## config.mk

```make
export PLATFORM = sky130hd
export DESIGN_NAME = kernel_capability_descriptor_decoder_top
export DESIGN_NICKNAME = d
export VERILOG_FILES = /design/src/rtl/kcd_pkg.sv /design/src/rtl/kcd_decode.sv /design/src/rtl/kernel_capability_descriptor_decoder_top.sv
export SDC_FILE = /design/constraint.sdc
export NUM_CORES = 1
export LEC_CHECK = 0
export CAP_MARGIN = 30
export CORE_MARGIN = 1
export CORE_UTILIZATION = 40
export DETAILED_ROUTE_END_ITERATION = 10
export DONT_BUFFER_PORTS = 1
export PLACE_DENSITY_LB_ADDON = 0.3
export RECOVER_POWER = 50
export SLEW_MARGIN = 20
export SYNTH_ARGS = -nofsm -noshare
export SYNTH_HDL_FRONTEND = slang
export SYNTH_SLANG_ARGS = --single-unit
```

## constraint.sdc

```tcl
create_clock -name clk -period 6.81 [get_ports clk]
set_input_delay 1.0215 -clock clk [delete_from_list [all_inputs] [get_ports clk]]
set_output_delay 1.0215 -clock clk [all_outputs]
set_load 0.005 [all_outputs]
```

## src/rtl/kcd_pkg.sv

```systemverilog
// shared types and constants for the kernel capability descriptor decoder
`timescale 1ns / 1ps
`default_nettype none

package kcd_pkg;

  typedef enum logic [3:0] {
    KIND_FILLER  = 4'd0,
    KIND_SYSCALL = 4'd1,
    KIND_RELEASE = 4'd2,
    KIND_HANDLES = 4'd3,
    KIND_FLAGS   = 4'd4,
    KIND_HALF    = 4'd5,
    KIND_STATIC  = 4'd6,
    KIND_IO      = 4'd7,
    KIND_SKIPPED = 4'd8
  } kind_t;

  typedef enum logic [1:0] {
    STATUS_OK        = 2'd0,
    STATUS_INTERRUPT = 2'd1,
    STATUS_CORRUPT   = 2'd2
  } status_t;

  localparam logic [31:0] INTR_MASK    = 32'hF000_0000;
  localparam logic [31:0] INTR_CODE    = 32'hE000_0000;
  localparam logic [31:0] SYSCALL_MASK = 32'hF800_0000;
  localparam logic [31:0] SYSCALL_CODE = 32'hF000_0000;
  localparam logic [31:0] RELEASE_MASK = 32'hFE00_0000;
  localparam logic [31:0] RELEASE_CODE = 32'hFC00_0000;
  localparam logic [31:0] HANDLES_MASK = 32'hFF00_0000;
  localparam logic [31:0] HANDLES_CODE = 32'hFE00_0000;
  localparam logic [31:0] FLAGS_MASK   = 32'hFF80_0000;
  localparam logic [31:0] FLAGS_CODE   = 32'hFF00_0000;
  localparam logic [31:0] STATIC_MASK  = 32'hFFE0_0000;
  localparam logic [31:0] STATIC_CODE  = 32'hFF80_0000;
  localparam logic [31:0] IO_MASK      = 32'hFFF0_0000;
  localparam logic [31:0] IO_CODE      = 32'hFFE0_0000;
  localparam logic [31:0] FILLER_WORD  = 32'hFFFF_FFFF;

  typedef struct packed {
    logic [4:0]  position;
    logic        half_pending;
    logic        pending_is_io;
    logic        pending_read_only;
    logic [31:0] pending_start;
    logic [3:0]  mapping_count;
    status_t     error_code;
  } state_t;

  typedef struct packed {
    kind_t       kind;
    status_t     status;
    logic [2:0]  syscall_slot;
    logic [23:0] field_value;
    logic [7:0]  release_major;
    logic [7:0]  release_minor;
    logic [31:0] map_start;
    logic [31:0] map_end;
    logic        map_read_only;
    logic [2:0]  map_index;
    logic        block_end;
  } result_t;

endpackage

`default_nettype wire

```

## src/rtl/kcd_decode.sv

```systemverilog
// descriptor classification and next-state logic for one word
`timescale 1ns / 1ps
`default_nettype none

module kcd_decode import kcd_pkg::*; #(
  parameter int DESCRIPTOR_COUNT = 28,
  parameter int MAX_MAPPINGS     = 8
) (
  input  wire logic [31:0] word,
  input  state_t           cur,
  output state_t           nxt,
  output result_t          res
);

  localparam logic [4:0] LAST_POS = 5'(DESCRIPTOR_COUNT - 1);
  localparam logic [3:0] MAP_MAX  = 4'(MAX_MAPPINGS);

  logic        last;
  logic        ro;
  logic        is_static;
  logic        is_io;
  logic        same;
  logic [31:0] page_addr;
  logic [31:0] end_addr;
  state_t      upd;

  assign last      = cur.position >= LAST_POS;
  assign ro        = word[20];
  assign is_static = (word & STATIC_MASK) == STATIC_CODE;
  assign is_io     = (word & IO_MASK) == IO_CODE;
  // the page address is word bits 19:0 shifted up by 12; word bit 20 is not part of it
  assign page_addr = {word[19:0], 12'h000};

  always_comb begin
    same     = cur.pending_is_io ? is_io : is_static;
    end_addr = page_addr;
    upd      = cur;
    res      = '0;
    res.kind = KIND_SKIPPED;
    if (cur.error_code == STATUS_OK) begin
      if (cur.half_pending) begin
        upd.half_pending = 1'b0;
        if (same && (ro == cur.pending_read_only)) begin
          res.kind          = cur.pending_is_io ? KIND_IO : KIND_STATIC;
          res.map_start     = cur.pending_start;
          res.map_end       = end_addr;
          res.map_read_only = cur.pending_read_only;
          res.map_index     = cur.mapping_count[2:0];
          upd.mapping_count = cur.mapping_count + 4'd1;
        end else begin
          upd.error_code = STATUS_CORRUPT;
        end
      end else if ((word & INTR_MASK) == INTR_CODE) begin
        upd.error_code = STATUS_INTERRUPT;
      end else if ((word & SYSCALL_MASK) == SYSCALL_CODE) begin
        res.kind         = KIND_SYSCALL;
        res.syscall_slot = word[26:24];
        res.field_value  = word[23:0];
      end else if ((word & RELEASE_MASK) == RELEASE_CODE) begin
        res.kind          = KIND_RELEASE;
        res.release_major = word[15:8];
        res.release_minor = word[7:0];
      end else if ((word & HANDLES_MASK) == HANDLES_CODE) begin
        res.kind        = KIND_HANDLES;
        res.field_value = {14'd0, word[9:0]};
      end else if ((word & FLAGS_MASK) == FLAGS_CODE) begin
        res.kind        = KIND_FLAGS;
        res.field_value = {8'd0, word[15:0]};
      end else if (is_static || is_io) begin
        if ((cur.mapping_count >= MAP_MAX) || last) begin
          upd.error_code = STATUS_CORRUPT;
        end else begin
          upd.half_pending      = 1'b1;
          upd.pending_is_io     = is_io;
          upd.pending_read_only = ro;
          upd.pending_start     = page_addr;
          res.kind              = KIND_HALF;
          res.map_start         = page_addr;
          res.map_read_only     = ro;
          res.map_index         = cur.mapping_count[2:0];
        end
      end else if (word == FILLER_WORD) begin
        res.kind = KIND_FILLER;
      end else begin
        upd.error_code = STATUS_CORRUPT;
      end
    end
    res.status    = upd.error_code;
    res.block_end = last;
    if (last) begin
      nxt = '0;
    end else begin
      nxt          = upd;
      nxt.position = cur.position + 5'd1;
    end
  end

endmodule

`default_nettype wire

```

## src/rtl/kernel_capability_descriptor_decoder_top.sv

```systemverilog
// top level: input register, descriptor decode with block state, result register
// Kernel capability descriptor decoder.
// Descriptor words enter on the in_ stream, one 32-bit word per request in
// in_tdata. Each word gives exactly one result on the out_ stream: the kind
// in out_tuser, the decoded fields packed in out_tdata, and out_tlast high
// on the final descriptor of a block of DESCRIPTOR_COUNT words.
// The edge that accepts a request loads the input register; the decoded
// word then moves into the result register, raising out_tvalid, as soon as
// the result register is empty or being read by the receiver.
// Throughput is one descriptor per cycle while out_tready stays high; the
// block state (position, pending mapping half, mapping count, sticky status)
// updates as each word moves from the input register to the result register.
// When the receiver drops out_tready the result register holds, the input
// register fills, and in_tready falls only once both are occupied; no request
// is dropped or repeated.
// Reset (rst_n low, synchronous) empties both registers and clears the block
// state to position zero with no error.
`timescale 1ns / 1ps
`default_nettype none

module kernel_capability_descriptor_decoder_top import kcd_pkg::*; #(
  parameter int DESCRIPTOR_COUNT = 28,
  parameter int MAX_MAPPINGS     = 8
) (
  input  wire logic         clk,
  input  wire logic         rst_n,
  input  wire logic         in_tvalid,
  output logic              in_tready,
  input  wire logic [31:0]  in_tdata,   // descriptor_word
  output logic              out_tvalid,
  input  wire logic         out_tready,
  // status, syscall_slot, field_value, release_major, release_minor,
  // map_start, map_end, map_read_only, map_index, zero fill
  output logic [119:0]      out_tdata,
  output logic [3:0]        out_tuser,  // kind
  output logic              out_tlast   // block_end
);

  logic        in_v_r;
  logic [31:0] in_word_r;
  logic        out_v_r;
  result_t     res_r;
  state_t      state_r;
  state_t      state_nxt;
  result_t     res_nxt;
  logic        advance;

  assign advance   = in_v_r && (!out_v_r || out_tready);
  assign in_tready = !in_v_r || advance;

  kcd_decode #(
    .DESCRIPTOR_COUNT(DESCRIPTOR_COUNT),
    .MAX_MAPPINGS    (MAX_MAPPINGS)
  ) u_decode (
    .word(in_word_r),
    .cur (state_r),
    .nxt (state_nxt),
    .res (res_nxt)
  );

  always_ff @(posedge clk) begin
    if (!rst_n) begin
      in_v_r  <= 1'b0;
      out_v_r <= 1'b0;
      state_r <= '0;
    end else begin
      if (in_tready) begin
        in_v_r <= in_tvalid;
      end
      if (advance) begin
        out_v_r <= 1'b1;
        state_r <= state_nxt;
      end else if (out_tready) begin
        out_v_r <= 1'b0;
      end
    end
  end

  always_ff @(posedge clk) begin
    if (in_tready && in_tvalid) begin
      in_word_r <= in_tdata;
    end
    if (advance) begin
      res_r <= res_nxt;
    end
  end

  assign out_tvalid = out_v_r;
  assign out_tuser  = res_r.kind;
  assign out_tlast  = res_r.block_end;
  assign out_tdata  = {7'd0,
                       res_r.map_index,
                       res_r.map_read_only,
                       res_r.map_end,
                       res_r.map_start,
                       res_r.release_minor,
                       res_r.release_major,
                       res_r.field_value,
                       res_r.syscall_slot,
                       res_r.status};

endmodule

`default_nettype wire
```

==> results of run 1 <==
-- sequential cells by signal, indices dropped and copies added, names as in the netlist --
name,flops
out_tuser,4
out_tvalid,1
in_v_r,1
out_tlast,1
in_word_r,32
state_r,34
out_tdata,89
-- layer usage --
metal | routed length [um] | share of wire, %
met1 | 5310 | 43
met2 | 5990 | 49
met3 | 809 | 6.6
met4 | 232 | 1.9
met5 | 0 | 0
-- synth_stat cells, types with 2 or more instances --
master,count,area share [%]
a21o_1,2,0.23
a21oi_1,14,1.1
a22o_1,43,5.9
and2_1,69,6.7
buf_2,7,0.55
buf_4,33,3.9
clkbuf_1,6,0.35
dfxtp_1,36,11
edfxtp_1,126,59
ha_1,3,0.59
inv_1,6,0.35
nand2_1,12,0.70
nand3_1,6,0.47
nand3_2,3,0.47
nand4_1,9,0.88
nor2_1,14,0.82
nor2b_1,2,0.20
nor3_1,2,0.16
nor4_2,3,0.59
o211ai_1,2,0.23
o21ai_0,2,0.16
o21ai_1,3,0.23
o22ai_1,2,0.20
o31ai_1,3,0.35
o41ai_1,2,0.27
or2_2,2,0.20
or3_1,2,0.20
or3_4,2,0.35
or4_1,3,0.35
xor2_1,2,0.27
-- metrics by stage --
stage          setup WS, ps  area [um^2]
3_5_place_dp           3590         6530
5_1_grt                2830         7140
2_1_floorplan          1760         6530
4_1_cts                3910         7120
6_report               3190         7140
3_3_place_gp           3630         6520
-- cell type report --
type | instances | area (um^2) | share of cell area (%)
Clock buffer | 17 | 425 | 5.96
Clock inverter | 15 | 165 | 2.31
Inverter | 7 | 27.5 | 0.386
Multi-Input combinational cell | 260 | 1700 | 23.8
Sequential cell | 162 | 4500 | 63.1
Tap cell | 211 | 264 | 3.70
Timing Repair Buffer | 4 | 53.8 | 0.754
-- power by group through the flow --
stage	Combinational, W	Clock, W	Sequential [W]
2_1_floorplan	0.0000494	0	0.00115
3_3_place_gp	0.0000471	0	0.00116
3_5_place_dp	0.0000480	0	0.00116
4_1_cts	0.0000483	0.000946	0.00114
5_1_grt	0.0000532	0.000982	0.00114
6_report	0.0000473	0.000928	0.00114
-- logic make-up (layout without fill, tap and decap cells) --
family / Yosys count / after routing / synth area share [%]
buf+inv: 53 / 43 / 5.17
fa+ha+maj: 3 / 3 / 0.585
simple gates: 137 / 137 / 13.0
compound gates: 85 / 85 / 10.4
xor+xnor: 3 / 3 / 0.410
mux: 1 / 1 / 0.156
flops: 162 / 162 / 70.2
other cells: 1 / 31 / 0.0585
-- worst paths after layout --
check	start	to	slack [ps]
max	out_tready	state_r[44]	3190
min	state_r[37]	state_r[37]	480
max reg2reg	out_tvalid	state_r[44]	3470
min reg2reg	state_r[37]	state_r[37]	480
==> flow_metrics.env, run 1 <==
export IMPL_postCtsSetupRepairBufs=0
export IMPL_gp_congestion=0.827
export IMPL_stdcell_count=676
export IMPL_cts_repair_resized=0
export IMPL_post_route_min_period_ps=3620
export IMPL_met2_usage_pct=26.0
export IMPL_start_util_pct=41.6
export IMPL_internal_power_w=0.00163
export IMPL_status="finished with violations"
export IMPL_grt_use_met3_pct=4.53
export IMPL_synth_cell_types=54
export IMPL_irDropWorstVdd_mv=0.181
export IMPL_pwr_share_clk_pct=44.0
export IMPL_cp_slowest_cell="clkinvlp_2"
export IMPL_seq_area_frac_synth_pct=70.2
export IMPL_cts_sinks=162
export IMPL_layout_commonest_cell="edfxtp_1"
export IMPL_dp_cells=642
export IMPL_p_seq_share_pct=53.8
export IMPL_violations="capacitance limit, slew limit"
export IMPL_diodes=0
export IMPL_die_height_um=129
export IMPL_clkTransAtPathRegs_ps=60
export IMPL_clk_latency_ps=420
export IMPL_use_met1_pct=18.4
export IMPL_synth_area_um2=6410
export IMPL_cp_max_fo=75
export IMPL_cp_arrival_ps=3900
export IMPL_min_path_cells=1
export IMPL_total_leakage_power_nw=2.48
export IMPL_port_buffers=0
export IMPL_row_count=45
export IMPL_crit_family="buffers and inverters"
export IMPL_grt_antenna_before_repair=0
export IMPL_fmax_mhz=276
export IMPL_p_sw_w=0.000477
export IMPL_grt_pass1_vias=3302
export IMPL_grt_most_used_layer="met2"
export IMPL_startpoint_type="input pin"
export IMPL_synth_edf_count=126
export IMPL_io_pin_count=163
export IMPL_grt_pass1_wl_mm=18.8
export IMPL_period_share_pct=53.2
export IMPL_die_x_um=129
export IMPL_tightest_slew_ps=2310
export IMPL_setup_tns_ps=0
export IMPL_total_power_w=0.00211
export IMPL_mostFrequentLayoutCells="edfxtp_1, and2_1, a22o_1"
export IMPL_post_drt_wl_per_cell_um=18.3
export IMPL_slew_viol_final=33
export IMPL_rsz0062_at_grt="false"
export IMPL_fillerInstances=1373
export IMPL_cts_hold_buf=0
export IMPL_synthCells=445
export IMPL_synth_ff_latch_count=162
export IMPL_hp_class="reg -> reg"
export IMPL_root_buffer="clkbuf_16"
export IMPL_grtUsageTotal_pct=15.6
export IMPL_dieArea_um2=16500
export IMPL_swShare_pct=22.6
export IMPL_post_synth_cell_area_avg_um2=14.4
export IMPL_layout_drive_gt1_share_pct=10.8
export IMPL_synthFlopType="edfxtp_1"
export IMPL_drt_first_iter_violations=180
export IMPL_slew_headroom_pct=-54.4
export IMPL_yosysWarningCount=0
export IMPL_detail_route_antenna_nets=0
export IMPL_end_kind="register"
export IMPL_crit_path_cell_trace="nand2b_1 -> nand2_1 -> clkinvlp_2 -> buf_4 -> nand4_1 -> xor2_1 -> nor2_1"
export IMPL_cts_buffer_depth=2
export IMPL_path_buf_inv=2
export IMPL_drv_cap=1
export IMPL_postSynth_asyncResetShare_pct=0
export IMPL_required_ps=7090
export IMPL_critPathKind="in -> reg"
export IMPL_drt_total_wl_mm=12.3
export IMPL_tritoncts="yes"
export IMPL_drc=0
export IMPL_finalHoldViolations=0
export IMPL_p_comb_share_pct=2.2
export IMPL_report_final_setup_viol=0
export IMPL_hpwl_mm=8.35
export IMPL_core_region_area_um2=15400
export IMPL_path_depth=7
export IMPL_vias_per_cell=5.19
export IMPL_power_per_cell_area_nw_per_um2=296
export IMPL_nNetsFinal=491
export IMPL_post_route_util_pct=46.3
export IMPL_htree_num_levels=4
export IMPL_worst_path_largest_cell_delay_ps=1170
export IMPL_via_count=3507
export IMPL_grt_start_max_net_pins=76
export IMPL_finalClockSkew_ps=9.69
export IMPL_firstDrtPassIters=4
export IMPL_hold_slack_ps=477
export IMPL_area_growth_syn_to_layout_pct=11.3
export IMPL_numCtsBuffers=17
export IMPL_grt_overflow_total=0
export IMPL_reg2reg_depth=7
(Power assumes the default switching activity.)
==> inputs of run 2 (changes only) <==
==> constraint.sdc (replaced) <==
create_clock -name clk -period 3.5 [get_ports clk]
set_input_delay 0.525 -clock clk [delete_from_list [all_inputs] [get_ports clk]]
set_output_delay 0.525 -clock clk [all_outputs]
set_load 0.005 [all_outputs]
==> flow_metrics.env, run 2 (same netlist as run 1, synthesis figures left out) <==
export IMPL_postCtsSetupRepairBufs=0
export IMPL_rsz0062_at_grt="false"
export IMPL_report_final_setup_viol=0
export IMPL_clk_latency_ps=420
export IMPL_hp_class="in -> reg"
export IMPL_nNetsFinal=491
export IMPL_dpl_worst_slack_ps=802
export IMPL_diodes=0
export IMPL_port_buffers=0
export IMPL_mostFrequentLayoutCells="edfxtp_1, and2_1, a22o_1"
export IMPL_end_kind="register"
export IMPL_swShare_pct=21.7
export IMPL_cts_sinks=162
export IMPL_period_share_pct=81.7
export IMPL_tritoncts="yes"
export IMPL_p_seq_share_pct=53.6
export IMPL_post_route_min_period_ps=2860
export IMPL_grt_antenna_before_repair=0
export IMPL_post_drt_wl_per_cell_um=18.5
export IMPL_total_leakage_power_nw=2.46
export IMPL_startpoint_type="register"
export IMPL_finalClockSkew_ps=8.43
export IMPL_met2_length_mm=6.04
export IMPL_cp_max_fo=104
export IMPL_io_pin_count=163
export IMPL_pwr_share_clk_pct=44.1
export IMPL_p_comb_share_pct=2.3
export IMPL_via_count=3497
export IMPL_drt_first_iter_violations=216
export IMPL_clkTransAtPathRegs_ps=60
export IMPL_wl_met1_mm=5.42
export IMPL_layout_commonest_cell="edfxtp_1"
export IMPL_core_region_area_um2=15400
export IMPL_layout_drive_gt1_share_pct=10.3
export IMPL_required_ps=3780
export IMPL_tightest_slew_ps=2310
export IMPL_fillerInstances=1369
export IMPL_internal_power_w=0.00323
export IMPL_cts_hold_buf=0
export IMPL_finalHoldViolations=0
export IMPL_cts_buffer_depth=2
export IMPL_drv_cap=1
export IMPL_fmax_mhz=350
export IMPL_grt_start_max_net_pins=105
export IMPL_slew_headroom_pct=-54.1
export IMPL_htree_num_levels=4
export IMPL_slew_viol_final=33
export IMPL_cts_repair_resized=0
export IMPL_gp_congestion=0.841
export IMPL_dr_wl_met3_um=865
export IMPL_grt_pass1_vias=3267
export IMPL_die_height_um=129
export IMPL_power_per_cell_area_nw_per_um2=580
export IMPL_drt_total_wl_mm=12.5
export IMPL_grt_pass1_wl_mm=18.9
export IMPL_detail_route_antenna_nets=0
export IMPL_die_x_um=129
export IMPL_top_layer="met4"
export IMPL_grtUsageTotal_pct=15.8
export IMPL_firstDrtPassIters=5
export IMPL_area_growth_syn_to_layout_pct=10.8
export IMPL_grt_overflow_total=0
export IMPL_irDropWorstVdd_mv=0.312
export IMPL_setup_tns_ps=0
export IMPL_vias_per_cell=5.17
export IMPL_setup_ws_ps=641
export IMPL_numCtsBuffers=17
export IMPL_root_buffer="clkbuf_16"
export IMPL_status="finished with violations"
export IMPL_cp_arrival_ps=3140
export IMPL_violations="capacitance limit, slew limit"
export IMPL_dieArea_um2=16500
export IMPL_hpwl_mm=8.17
export IMPL_critPathKind="reg -> reg"
export IMPL_start_util_pct=41.6
export IMPL_largest_reg_flops=89
export IMPL_row_count=45
export IMPL_p_sw_w=0.000895
export IMPL_drc=0
==> run 2: path summary, 6_finish.rpt <==
check | startpoint | to | slack, ps | cells after the start
setup / recovery | in_v_r | state_r[1] | 640 | 6
setup reg to reg | in_v_r | state_r[1] | 640 | 6
hold reg to reg | state_r[20] | state_r[20] | 480 | 1
hold / removal | in_tdata[0] | in_word_r[0] | 190 | 0
==> run 2: final cells by class <==
class                           count  area [um^2]  share of cell area (%)
Clock inverter                     14          155                    2.18
Inverter                            7         28.8                   0.405
Multi-Input combinational cell    260         1700                    23.9
Clock buffer                       18          429                    6.04
Timing Repair Buffer                4         26.3                   0.370
Sequential cell                   162         4500                    63.4
Tap cell                          211          264                    3.72
==> run 2: power by group through the flow <==
| stage | registers, W | clock network (W) | logic (W) |
|---|---|---|---|
| after floorplan | 0.00223 | 0 | 0.0000962 |
| after global placement | 0.00225 | 0 | 0.0000938 |
| after global routing | 0.00222 | 0.00194 | 0.000105 |
| after detailed placement | 0.00225 | 0 | 0.0000963 |
| final | 0.00221 | 0.00182 | 0.0000936 |
| after CTS | 0.00221 | 0.00186 | 0.0000967 |
==> run 2: layer usage <==
metal,track usage (%),up-vias
met5,0,-
met4,6.51,0
met3,5.53,15
met2,24.9,172
met1,19.8,1687
li1,-,1623
==> run 2: critical path, stage by stage (launching register included) <==
cell,delay (ps)
dfxtp_1,410
nand2_1,330
inv_4,120
clkbuf_4,1070
a21boi_0,370
a32oi_1,290
o41ai_1,110
==> run 2: stage by stage <==
stage                     utilization (%)  total power, W  cell area (um^2)  std cells  hold WS, ps
after floorplan                         -         0.00232              6530        475          448
after global placement               42.4         0.00234              6550        643          463
after detailed placement             42.4         0.00235              6550        643          468
after CTS                            46.2         0.00417              7130        675          171
after global routing                 46.1         0.00426              7110        676          165
final                                46.1         0.00412              7110        676          193
==> inputs of run 3 (changes only) <==
--- a/config.mk
+++ b/config.mk
@@ -5,6 +5,7 @@
 export SDC_FILE = /design/constraint.sdc
 export NUM_CORES = 1
 export LEC_CHECK = 0
+export ABC_AREA = 1
 export CAP_MARGIN = 30
 export CORE_MARGIN = 1
 export CORE_UTILIZATION = 40
==> constraint.sdc (replaced) <==
create_clock -name clk -period 2.7 [get_ports clk]
set_input_delay 0.405 -clock clk [delete_from_list [all_inputs] [get_ports clk]]
set_output_delay 0.405 -clock clk [all_outputs]
set_load 0.005 [all_outputs]
==> flow_metrics.env, run 3 <==
export IMPL_area_growth_syn_to_layout_pct=10.5
export IMPL_drt_total_wl_mm=15.1
export IMPL_cts_buffer_depth=2
export IMPL_dieArea_um2=17800
export IMPL_die_height_um=133
export IMPL_synthCells=638
export IMPL_fillerInstances=1557
export IMPL_worst_path_largest_cell_delay_ps=450
export IMPL_postSynth_asyncResetShare_pct=0
export IMPL_synth_commonest_cells="edfxtp_1, nand2_1, nor2_1"
export IMPL_diodes=0
export IMPL_die_x_um=133
export IMPL_power_per_cell_area_nw_per_um2=739
export IMPL_synth_most_common_cell="edfxtp_1"
export IMPL_post_synth_cell_area_avg_um2=10.8
export IMPL_end_kind="register"
export IMPL_setup_tns_ps=0
export IMPL_post_route_min_period_ps=2290
export IMPL_drt_first_iter_violations=288
export IMPL_period_share_pct=84.9
export IMPL_dp_cells=844
export IMPL_root_buffer="clkbuf_16"
export IMPL_synthMuxAreaShare_pct=0
export IMPL_synth_edf_count=126
export IMPL_numCtsBuffers=17
export IMPL_multi_input_area_um2=1890
export IMPL_synth_ff_latch_count=162
export IMPL_clkTransAtPathRegs_ps=70
export IMPL_via_count=4394
export IMPL_seqCellArea_um2=4500
export IMPL_path_buf_inv=2
export IMPL_slew_headroom_pct=21.7
export IMPL_hp_class="in -> reg"
export IMPL_irDropWorstVdd_mv=0.423
export IMPL_start_util_pct=41.3
export IMPL_crit_family="simple AND/OR/NAND/NOR gates"
export IMPL_postCtsSetupRepairBufs=0
export IMPL_synth_area_leaders="edfxtp_1, dfxtp_1, nand2_1"
export IMPL_fmax_mhz=436
export IMPL_total_leakage_power_nw=2.73
export IMPL_layout_commonest_cell="edfxtp_1"
export IMPL_startpoint_type="register"
export IMPL_synth_xor_area_share_pct=0.127
export IMPL_grt_pass1_vias=4159
export IMPL_cp_arrival_ps=2570
export IMPL_slew_viol_final=0
export IMPL_status="completed"
export IMPL_gp_congestion=0.834
export IMPL_cts_sinks=162
export IMPL_layout_drive_gt1_share_pct=13.0
export IMPL_required_ps=2970
export IMPL_detail_route_antenna_nets=0
export IMPL_cp_slowest_cell="edfxtp_1"
export IMPL_grt_pass1_wl_mm=22.9
export IMPL_htree_num_levels=4
export IMPL_synth_top_family_by_area="simple AND/OR/NAND/NOR gates"
export IMPL_critPathKind="reg -> reg"
export IMPL_post_drt_wl_per_cell_um=17.3
export IMPL_hpwl_mm=10.4
export IMPL_synth_compound_area_share_pct=7.15
export IMPL_report_final_setup_viol=0
export IMPL_port_buffers=0
export IMPL_mostFrequentLayoutCells="edfxtp_1, nand2_1, nor2_1"
export IMPL_core_region_area_um2=16700
export IMPL_finalHoldViolations=0
export IMPL_grt_overflow_total=0
export IMPL_stdcell_area_um2=7620
export IMPL_finalClockSkew_ps=10.4
export IMPL_nNetsFinal=682
export IMPL_vias_per_cell=5.02
export IMPL_seq_area_frac_synth_pct=65.3
export IMPL_stdcell_count=876
export IMPL_firstDrtPassIters=5
export IMPL_drv_cap=0
export IMPL_cts_hold_buf=0
export IMPL_grt_start_max_net_pins=97
export IMPL_synthAdderAreaFrac_pct=0.544
export IMPL_place_area_um2=7010
export IMPL_yosys_area_share_simple_pct=18.0
export IMPL_tritoncts="yes"
export IMPL_cp_max_fo=25
export IMPL_synth_top_area_share_pct=54.9
export IMPL_yosys_area_top_type="edfxtp_1"
export IMPL_io_pin_count=163
export IMPL_grt_antenna_before_repair=1
export IMPL_largest_reg_flops=89
export IMPL_clk_latency_ps=420
export IMPL_yosysWarningCount=0
export IMPL_synthFlopType="edfxtp_1"
export IMPL_synth_cell_types=37
export IMPL_grtUsageTotal_pct=17.3
export IMPL_cts_repair_resized=0
export IMPL_drc=0
export IMPL_synth_area_um2=6900
export IMPL_rsz0062_at_grt="false"
export IMPL_crit_path_cell_trace="inv_2 -> nand2_1 -> nor2_1 -> nand3_2 -> nand2_4 -> o21ai_2 -> a21oi_4 -> inv_2 -> nand2_1 -> a21oi_2"
export IMPL_total_power_w=0.00564
export IMPL_tightest_slew_ps=1170
export IMPL_row_count=47
==> run 3: changes by cell type in the layout (fill, tap and decap cells not counted), sizes merged, moves of 17 or more <==
cell / change
a21oi: +24
a22o: -43
and2: -69
inv: +53
nand2: +99
nand3: +31
nor2: +84
nor3: +21
o31ai: +17
==> run 3: area by class of cell <==
class                   count  share of cell area (%)
repair buffers             12                    1.20
well taps                 220                    3.61
flip-flops and latches    162                    59.1
multi-input cells         388                    24.8
clock buffers              17                    5.58
inverters                  62                    3.07
clock inverters            15                    2.69
==> run 3: final timing paths <==
kind | start | endpoint | slack, ps | depth (start not counted)
setup / recovery | in_word_r[20] | state_r[27] | 410 | 10
hold / removal | in_tdata[28] | in_word_r[28] | 70 | 0
setup reg to reg | in_word_r[20] | state_r[27] | 410 | 10
hold reg to reg | state_r[32] | state_r[32] | 460 | 2
==> run 3: power breakdown <==
group	internal [W]	total, W	switching (W)	leakage, nW
clock	0.00156	0.00257	0.00101	0.298
combinational	0.0000357	0.000207	0.000171	0.971
sequential	0.00279	0.00286	0.0000687	1.46
==> run 3: cell families (layout without fill, tap and decap cells) <==
logic type	after synthesis	after routing
flip-flops	162	162
XOR/XNOR	1	1
AO/OA/AOI/OAI	74	74
other	1	31
buffers and inverters	118	106
AND/OR/NAND/NOR	279	279
adder cells (fa/ha/maj)	3	3
==> run 3: metrics by stage <==
| step | setup slack (ps) | hold WS, ps | util [%] |
|---|---|---|---|
| global placement | 587 | 450 | 42.0 |
| floorplan | 196 | 437 | - |
| global route | 233 | 50.9 | 45.6 |
| detailed placement | 477 | 456 | 42.0 |
| finish | 407 | 70.9 | 45.6 |
| CTS | 467 | 51.3 | 45.8 |
==> run 3: layer usage <==
| metal | up-vias | global-route usage (%) | part of all wire [%] |
|---|---|---|---|
| met1 | 2089 | 22.3 | 43 |
| met3 | 20 | 5.25 | 7.2 |
| met4 | 2 | 6.12 | 1.3 |
| met2 | 177 | 27.7 | 48 |
| li1 | 2106 | - | - |
| met5 | - | 0 | 0.086 |
